<file path="src/hw/rtl/u23alu_pkg.sv">
`timescale 1ns / 1ps
// ----------------------------------------------------------------------------
// u23alu_pkg
// Opcodes, controller states and the command/status bundles shared by the
// controller and the datapath of the unsigned integer alu.
// ----------------------------------------------------------------------------
package u23alu_pkg;

  typedef enum logic [3:0] {
    OP_ADD = 4'd0,
    OP_SUB = 4'd1,
    OP_MUL = 4'd2,
    OP_DIV = 4'd3,
    OP_MOD = 4'd4,
    OP_SHL = 4'd5,
    OP_SHR = 4'd6,
    OP_LT  = 4'd7,
    OP_LE  = 4'd8,
    OP_GT  = 4'd9,
    OP_GE  = 4'd10,
    OP_EQ  = 4'd11
  } u23alu_op_t;

  typedef enum logic [1:0] {
    S_IDLE,
    S_BUSY,
    S_DONE
  } u23alu_state_t;

  // controller to datapath
  typedef struct packed {
    logic load;    // capture an input beat
    logic step;    // one shift-add or restoring-divide iteration
    logic finish;  // write the output register
  } u23alu_cmd_t;

  // datapath to controller
  typedef struct packed {
    logic iter;    // opcode needs the bit-serial loop
    logic last;    // current iteration is the final one
  } u23alu_sts_t;

endpackage

</file>
<file path="src/hw/rtl/u23alu_if.sv">
`timescale 1ns / 1ps
// ----------------------------------------------------------------------------
// u23alu request and response channels
// Valid/ready channels carrying the operation beat in and the result beat out.
// ----------------------------------------------------------------------------
interface u23alu_req_if #(
  parameter int WIDTH = 23
);
  logic             valid;
  logic             ready;
  logic [3:0]       opcode;
  logic [WIDTH-1:0] operand_a;
  logic [WIDTH-1:0] operand_b;

  modport source (output valid, output opcode, output operand_a, output operand_b,
                  input ready);
  modport sink   (input valid, input opcode, input operand_a, input operand_b,
                  output ready);
endinterface

interface u23alu_rsp_if #(
  parameter int WIDTH = 23
);
  logic             valid;
  logic             ready;
  logic [WIDTH-1:0] result;
  logic             compare_true;
  logic             status;

  modport source (output valid, output result, output compare_true, output status,
                  input ready);
  modport sink   (input valid, input result, input compare_true, input status,
                  output ready);
endinterface

</file>
<file path="src/hw/rtl/u23alu_ctrl.sv">
`timescale 1ns / 1ps
// ----------------------------------------------------------------------------
// u23alu_ctrl
// Controller: sequences load, iterate and finish, and owns the output valid.
// ----------------------------------------------------------------------------
module u23alu_ctrl
  import u23alu_pkg::*;
(
  input  logic        clk,
  input  logic        rst,
  input  logic        in_valid,
  output logic        in_ready,
  output logic        out_valid,
  input  logic        out_ready,
  output u23alu_cmd_t cmd,
  input  u23alu_sts_t sts
);

  u23alu_state_t state;
  u23alu_state_t state_next;
  logic          out_valid_next;

  always_ff @(posedge clk) begin
    if (rst) begin
      state     <= S_IDLE;
      out_valid <= 1'b0;
    end else begin
      state     <= state_next;
      out_valid <= out_valid_next;
    end
  end

  always_comb begin
    state_next = state;
    cmd        = '0;
    in_ready   = 1'b0;
    case (state)
      S_IDLE: begin
        in_ready = 1'b1;
        if (in_valid) begin
          cmd.load   = 1'b1;
          state_next = S_BUSY;
        end
      end
      S_BUSY: begin
        cmd.step = sts.iter;
        if (!sts.iter || sts.last) begin
          state_next = S_DONE;
        end
      end
      S_DONE: begin
        // output register is free or being emptied this cycle
        if (!out_valid || out_ready) begin
          cmd.finish = 1'b1;
          state_next = S_IDLE;
        end
      end
      default: begin
        state_next = S_IDLE;
      end
    endcase
    if (cmd.finish) begin
      out_valid_next = 1'b1;
    end else if (out_ready) begin
      out_valid_next = 1'b0;
    end else begin
      out_valid_next = out_valid;
    end
  end

endmodule

</file>
<file path="src/hw/rtl/u23alu_dp.sv">
`timescale 1ns / 1ps
// ----------------------------------------------------------------------------
// u23alu_dp
// Datapath: operand registers, shift-add multiplier, restoring divider and
// the result register.
// ----------------------------------------------------------------------------
module u23alu_dp
  import u23alu_pkg::*;
#(
  parameter int WIDTH = 23
) (
  input  logic             clk,
  input  u23alu_cmd_t      cmd,
  output u23alu_sts_t      sts,
  input  logic [3:0]       opcode,
  input  logic [WIDTH-1:0] operand_a,
  input  logic [WIDTH-1:0] operand_b,
  output logic [WIDTH-1:0] result,
  output logic             compare_true,
  output logic             status
);

  localparam int CW = $clog2(WIDTH);

  u23alu_op_t       op_q;
  logic [WIDTH-1:0] a_q;
  logic [WIDTH-1:0] b_q;
  logic [WIDTH-1:0] x;      // multiplicand, or dividend becoming quotient
  logic [WIDTH-1:0] y;      // multiplier, or divisor
  logic [WIDTH:0]   acc;    // product, or partial remainder
  logic [CW-1:0]    count;

  logic [WIDTH:0]   rem_shift;
  logic [WIDTH:0]   rem_sub;
  logic             fits;
  logic [WIDTH-1:0] mul_sum;
  logic [WIDTH-1:0] res_c;
  logic             flag_c;
  logic             err_c;

  assign rem_shift = {acc[WIDTH-1:0], x[WIDTH-1]};
  assign fits      = rem_shift >= {1'b0, y};
  assign rem_sub   = rem_shift - {1'b0, y};
  assign mul_sum   = acc[WIDTH-1:0] + x;

  always_comb begin
    sts.iter = op_q inside {OP_MUL, OP_DIV, OP_MOD};
    sts.last = (count == CW'(WIDTH - 1));
  end

  always_ff @(posedge clk) begin
    if (cmd.load) begin
      op_q  <= u23alu_op_t'(opcode);
      a_q   <= operand_a;
      b_q   <= operand_b;
      x     <= operand_a;
      y     <= operand_b;
      acc   <= '0;
      count <= '0;
    end else if (cmd.step) begin
      count <= count + 1'b1;
      if (op_q == OP_MUL) begin
        acc <= {1'b0, (y[0] ? mul_sum : acc[WIDTH-1:0])};
        x   <= x << 1;
        y   <= y >> 1;
      end else begin
        acc <= fits ? rem_sub : rem_shift;
        x   <= {x[WIDTH-2:0], fits};
      end
    end
  end

  always_comb begin
    res_c  = '0;
    flag_c = 1'b0;
    err_c  = 1'b0;
    case (op_q)
      OP_ADD: res_c = a_q + b_q;
      OP_SUB: res_c = a_q - b_q;
      OP_MUL: res_c = acc[WIDTH-1:0];
      OP_DIV: begin
        if (b_q == '0) begin
          err_c = 1'b1;
        end else begin
          res_c = x;
        end
      end
      OP_MOD: begin
        if (b_q == '0) begin
          err_c = 1'b1;
        end else begin
          res_c = acc[WIDTH-1:0];
        end
      end
      OP_SHL: res_c = (b_q >= WIDTH'(WIDTH)) ? '0 : (a_q << b_q);
      OP_SHR: res_c = (b_q >= WIDTH'(WIDTH)) ? '0 : (a_q >> b_q);
      OP_LT:  flag_c = a_q < b_q;
      OP_LE:  flag_c = a_q <= b_q;
      OP_GT:  flag_c = a_q > b_q;
      OP_GE:  flag_c = a_q >= b_q;
      OP_EQ:  flag_c = a_q == b_q;
      default: begin
        res_c = '0;
      end
    endcase
  end

  always_ff @(posedge clk) begin
    if (cmd.finish) begin
      result       <= res_c;
      compare_true <= flag_c;
      status       <= err_c;
    end
  end

endmodule

</file>
<file path="src/hw/rtl/uint23_alu.sv">
`timescale 1ns / 1ps
// ----------------------------------------------------------------------------
// uint23_alu
// Unsigned integer alu: add, sub, shift-add multiply, restoring divide and
// remainder, shifts and compares, one result beat per request beat.
// ----------------------------------------------------------------------------
//  channel  role    beat contents
//  req      sink    opcode, operand_a, operand_b
//  rsp      source  result, compare_true, status
//
//  mul, div and mod run one loop iteration per bit in the shared
//  shift/subtract datapath before their result is written; all other
//  opcodes pass through the busy and done states without iterating. A new
//  request is taken once the previous result sits in the output register,
//  so rsp stalls do not hold up work until a second result is ready. Reset
//  clears the controller and out valid.
// ----------------------------------------------------------------------------
module uint23_alu
  import u23alu_pkg::*;
#(
  parameter int WIDTH = 23
) (
  input logic          clk,
  input logic          rst,
  u23alu_req_if.sink   req,
  u23alu_rsp_if.source rsp
);

  u23alu_cmd_t cmd;
  u23alu_sts_t sts;

  u23alu_ctrl u_ctrl (
    .clk       (clk),
    .rst       (rst),
    .in_valid  (req.valid),
    .in_ready  (req.ready),
    .out_valid (rsp.valid),
    .out_ready (rsp.ready),
    .cmd       (cmd),
    .sts       (sts)
  );

  u23alu_dp #(
    .WIDTH (WIDTH)
  ) u_dp (
    .clk          (clk),
    .cmd          (cmd),
    .sts          (sts),
    .opcode       (req.opcode),
    .operand_a    (req.operand_a),
    .operand_b    (req.operand_b),
    .result       (rsp.result),
    .compare_true (rsp.compare_true),
    .status       (rsp.status)
  );

endmodule

</file>
<file path="src/flat_wrapper.sv">
// flat-port wrapper written by rule: the top's interface ports become plain ports
module uint23_alu_flat import u23alu_pkg::*;
#(
  parameter int WIDTH = 23
)
  (clk, rst, req_valid, req_opcode, req_operand_a, req_operand_b, req_ready, rsp_valid, rsp_result, rsp_compare_true, rsp_status, rsp_ready);
  u23alu_req_if #(.WIDTH(WIDTH)) req_i ();
  u23alu_rsp_if #(.WIDTH(WIDTH)) rsp_i ();
  input logic clk;
  input logic rst;
  input wire logic [$bits(req_i.valid)-1:0] req_valid;
  input wire logic [$bits(req_i.opcode)-1:0] req_opcode;
  input wire logic [$bits(req_i.operand_a)-1:0] req_operand_a;
  input wire logic [$bits(req_i.operand_b)-1:0] req_operand_b;
  output wire logic [$bits(req_i.ready)-1:0] req_ready;
  output wire logic [$bits(rsp_i.valid)-1:0] rsp_valid;
  output wire logic [$bits(rsp_i.result)-1:0] rsp_result;
  output wire logic [$bits(rsp_i.compare_true)-1:0] rsp_compare_true;
  output wire logic [$bits(rsp_i.status)-1:0] rsp_status;
  input wire logic [$bits(rsp_i.ready)-1:0] rsp_ready;
  assign req_i.valid = req_valid;
  assign req_i.opcode = req_opcode;
  assign req_i.operand_a = req_operand_a;
  assign req_i.operand_b = req_operand_b;
  assign req_ready = req_i.ready;
  assign rsp_valid = rsp_i.valid;
  assign rsp_result = rsp_i.result;
  assign rsp_compare_true = rsp_i.compare_true;
  assign rsp_status = rsp_i.status;
  assign rsp_i.ready = rsp_ready;
  uint23_alu #(.WIDTH(WIDTH)) u_core (.clk(clk), .rst(rst), .req(req_i), .rsp(rsp_i));
endmodule
</file>
<file path="config.mk">
export PLATFORM = sky130hd
export DESIGN_NAME = uint23_alu_flat
export DESIGN_NICKNAME = d
export VERILOG_FILES = /design/src/hw/rtl/u23alu_pkg.sv /design/src/hw/rtl/u23alu_if.sv /design/src/hw/rtl/u23alu_ctrl.sv /design/src/hw/rtl/u23alu_dp.sv /design/src/hw/rtl/uint23_alu.sv /design/src/flat_wrapper.sv
export SDC_FILE = /design/constraint.sdc
export NUM_CORES = 1
export LEC_CHECK = 0
export BUFFER_PORTS_ARGS = -buffer_cell sky130_fd_sc_hd__buf_2
export CORE_UTILIZATION = 37
export DETAILED_ROUTE_END_ITERATION = 10
export SLEW_MARGIN = 20
export SYNTH_ARGS = -nofsm -noshare
export SYNTH_HDL_FRONTEND = slang
export SYNTH_SLANG_ARGS = --single-unit
</file>
<file path="constraint.sdc">
create_clock -name clk -period 10.8 [get_ports clk]
set_clock_uncertainty 0.15 [all_clocks]
set_input_delay 2.16 -clock clk [delete_from_list [all_inputs] [get_ports clk]]
set_output_delay 2.16 -clock clk [all_outputs]
set_load 0.005 [all_outputs]
</file>
==> impl_metrics.yaml <==
floorplanning:
  rows: 68
  core_um2: 34600
  die_w_um: 190
  die_area_um2: 36000
  io-pin-count: 81
  die_y_um: 190
  initial_core_util_pct: 37.6
clock_tree:
  cts_tree: "built"
  path_clk_slew_ns: 0.09
  clock_path_buffers: 2
  holdBufCountCts: 0
  post_cts_resized: 0
  insertion_delay_ns: 0.46
  cts_sinks: 152
  cts_buffers: 17
  postCtsSetupBuffers: 0
  cts_max_level: 4
  cts-root-buf: "clkbuf_16"
timing:
  finalSetupTns_ns: 0
  fin_hold_ws_ns: 0.380
  relSlewSlack_pct: 32.6
  rsz0062_at_grt: "no"
  tightestPinTransition_ns: 1.01
  hold_viol_final: 0
  fmax_mhz: 196
  fin_crit_ns: 5.09
  postLayoutSetupSlackWorst_ns: 5.71
  slew_viol_final: 0
  setup_violations: 0
  final.period_utilization_pct: 47.2
yosys:
  synth_nets: 1748
  synthArstFlopShare_pct: 0
  synth-main-ff-cell: "edfxtp_1"
  synth-seq-area-share_pct: 32.6
  synth_edf_count: 121
  synth_cells: 1598
  ys_ff_latch: 152
  avgSynthCellArea_um2: 8.16
  yosysUniqueCellTypes: 74
  yosysWarnings: 0
  syn-cell-area_um2: 13000
worst_setup_path:
  crit_required_ns: 10.83
  cp_num_buf_inv: 2
  critPathTopFamily: "compound AO/OA/AOI/OAI gates"
  reg2regPathDepth: 11
  path_cells: "buf_4 -> clkinv_1 -> ha_1 -> a221oi_1 -> o41ai_1 -> o221a_2 -> o21ai_0 -> a221oi_1 -> a2bb2oi_1 -> xnor2_1 -> o2111ai_1"
  cp_slowest_stage_delay_ns: 0.85
  timing.rr.end: "u_core.u_dp.result[19]"
  arrival_ns: 5.12
  critPathMostFrequentCell: "a221oi_1"
  endpoint_kind: "flip-flop"
  worstSetupPathType: "flip-flop to flip-flop"
  r2r_slack_ns: 5.71
  cpMaxStageDelayCell: "clkinv_1"
  worstPathMaxFanout: 56
  r2r_start: "u_core.u_dp.b_q[2]"
  start_kind: "flip-flop"
final_layout:
  syn_to_final_growth_pct: 10.4
  final_core_util_pct: 41.5
  diodes: 0
  nNetsFinal: 1777
  drive_above_1_share_pct: 9.94
  final_cell_mix: "211 x nand2_1, 154 x o21ai_0, 140 x nor2_1"
  mostFrequentLayoutCell: "nand2_1"
  nFillCells: 3470
  final_cell_area_um2: 14400
route:
  ant_nets: 0
  first_pass_iters: 6
  num_vias: 12600
  post-route-drc-count: 0
  drt_wl_total_mm: 49.8
  wl_per_cell_um: 23.8
  drt_iter0_markers: 1591
  vias_per_cell: 6.01
power_and_ir_drop:
  combPwrFrac_pct: 27.1
  clkPwrFrac_pct: 32.7
  swShare_pct: 36.5
  leakage_nw: 5.92
  p_int_mw: 1.17
  power.switching_mw: 0.673
  p_per_area_nw_per_um2: 128
  pwr-share-seq_pct: 40.2
  irDropWorstVdd_mv: 0.125
placed_design:
  hpwl_mm: 38.5
  placed_area_um2: 13800
  gp_congestion: 1.03
  port_buffers: 80
  dp_slack_ns: 5.82
global_routing:
  grt_first_pass_wirelength_mm: 74.0
  first_global_vias: 11600
  grt_usage_pct: 27.8
  overflow: 0
  antenna_found_initial: 2
  grt_max_degree: 95
min_path:
  hold_path_depth: 2
  hold_path_class: "flip-flop to flip-flop"
  hold_start: "u_core.u_dp.count[4]"
  holdPathEnd: "u_core.u_dp.count[4]"
job:
  cap_viol_max_count: 0
status:
  outcome: "completed"
worst register-to-register path: cells and delay by family, from the launching register on:
| family | cells | cell delay [ns] |
|---|---|---|
| adders and majority gates | 1 | 0.74 |
| buffers and inverters | 2 | 1.36 |
| AOI/OAI and AO/OA | 7 | 2.10 |
| xor gates and xnor gates | 1 | 0.14 |
| DFF | 1 | 0.32 |
synthesized netlist by cell type, types with 12 or more instances:
cell type / n / area share, %
dfxtp_1: 31 / 4.8
clkbuf_1: 67 / 1.9
nor2b_1: 17 / 0.82
xor2_1: 21 / 1.4
o21bai_1: 14 / 0.81
nor3_1: 40 / 1.5
nand4_1: 16 / 0.77
nor2_1: 140 / 4.0
inv_1: 83 / 2.4
nand2_1: 211 / 6.1
o21a_1: 15 / 0.86
a21oi_1: 109 / 4.2
edfxtp_1: 121 / 28
nand3_1: 31 / 1.2
nand2b_1: 37 / 1.8
o211ai_1: 33 / 1.9
nor4_1: 12 / 0.58
a22oi_1: 15 / 0.86
a211oi_1: 34 / 2.0
xnor2_1: 35 / 2.4
mux2i_1: 30 / 2.3
a21o_1: 37 / 2.1
a31oi_1: 16 / 0.77
o21ai_0: 155 / 6.0
ha_1: 92 / 8.8
through the flow:
step                      power [mW]  instances
after floorplan                 1.07       1598
after global placement          1.24       2063
after detailed placement        1.24       2063
after CTS                       1.84       2095
after global routing            1.92       2095
final                           1.84       2095
registers in the layout (all words and copies together), names as in the netlist, 4 cells and up:
signal / cells
u_core.u_dp.acc: 23
u_core.u_dp.x: 23
u_core.u_dp.count: 5
u_core.u_dp.y: 23
u_core.u_dp.b_q: 23
u_core.u_dp.result: 23
u_core.u_dp.a_q: 23
u_core.u_dp.op_q: 4
power groups by stage:
stage | sequential, mW | combinational, mW | clock (mW)
after floorplan | 0.719 | 0.354 | 0
after global placement | 0.751 | 0.487 | 0
after detailed placement | 0.751 | 0.490 | 0
after CTS | 0.738 | 0.493 | 0.604
after global routing | 0.743 | 0.550 | 0.623
final | 0.741 | 0.500 | 0.602
final cells by class:
type / instances / area (µm²) / area share [%]
clock buffers: 18 / 439 / 3.05
multi-input cells: 1267 / 8120 / 56.4
clock inverters: 14 / 115 / 0.800
well taps: 455 / 569 / 3.96
repair buffers: 101 / 558 / 3.88
flip-flops and latches: 152 / 4250 / 29.6
inverters: 88 / 333 / 2.31
cells by family (layout without fill, tap and decap cells):
logic type	after synthesis	after routing	share of synthesized area, %
buffers and inverters	179	221	5.35
AO/OA/AOI/OAI	521	521	25.7
XOR/XNOR	56	56	3.76
adder cells (fa/ha/maj)	96	96	9.44
AND/OR/NAND/NOR	550	550	19.3
flip-flops	152	152	32.6
multiplexers	44	44	3.86
routing by layer:
layer	share of wire [%]	up-vias	GRT usage, %
li1	-	5934	-
met1	44	6042	37.7
met2	45	525	44.0
met3	6.2	83	2.97
met4	4.8	0	13.3
met5	0	-	0
worst max path at each step:
stage | start | to | slack [ns] | depth (start not counted)
floorplan | req_valid | u_core.u_dp.a_q[0] | 6.23 | 3
global placement | req_valid | u_core.u_dp.x[12] | 5.89 | 6
detailed placement | u_core.u_dp.b_q[2] | u_core.u_dp.result[19] | 5.82 | 11
CTS | u_core.u_dp.b_q[2] | u_core.u_dp.result[19] | 5.82 | 11
global route | u_core.u_dp.b_q[2] | u_core.u_dp.result[19] | 5.37 | 11
finish | u_core.u_dp.b_q[2] | u_core.u_dp.result[19] | 5.71 | 11
No activity file was read; power rests on OpenSTA's default activity.
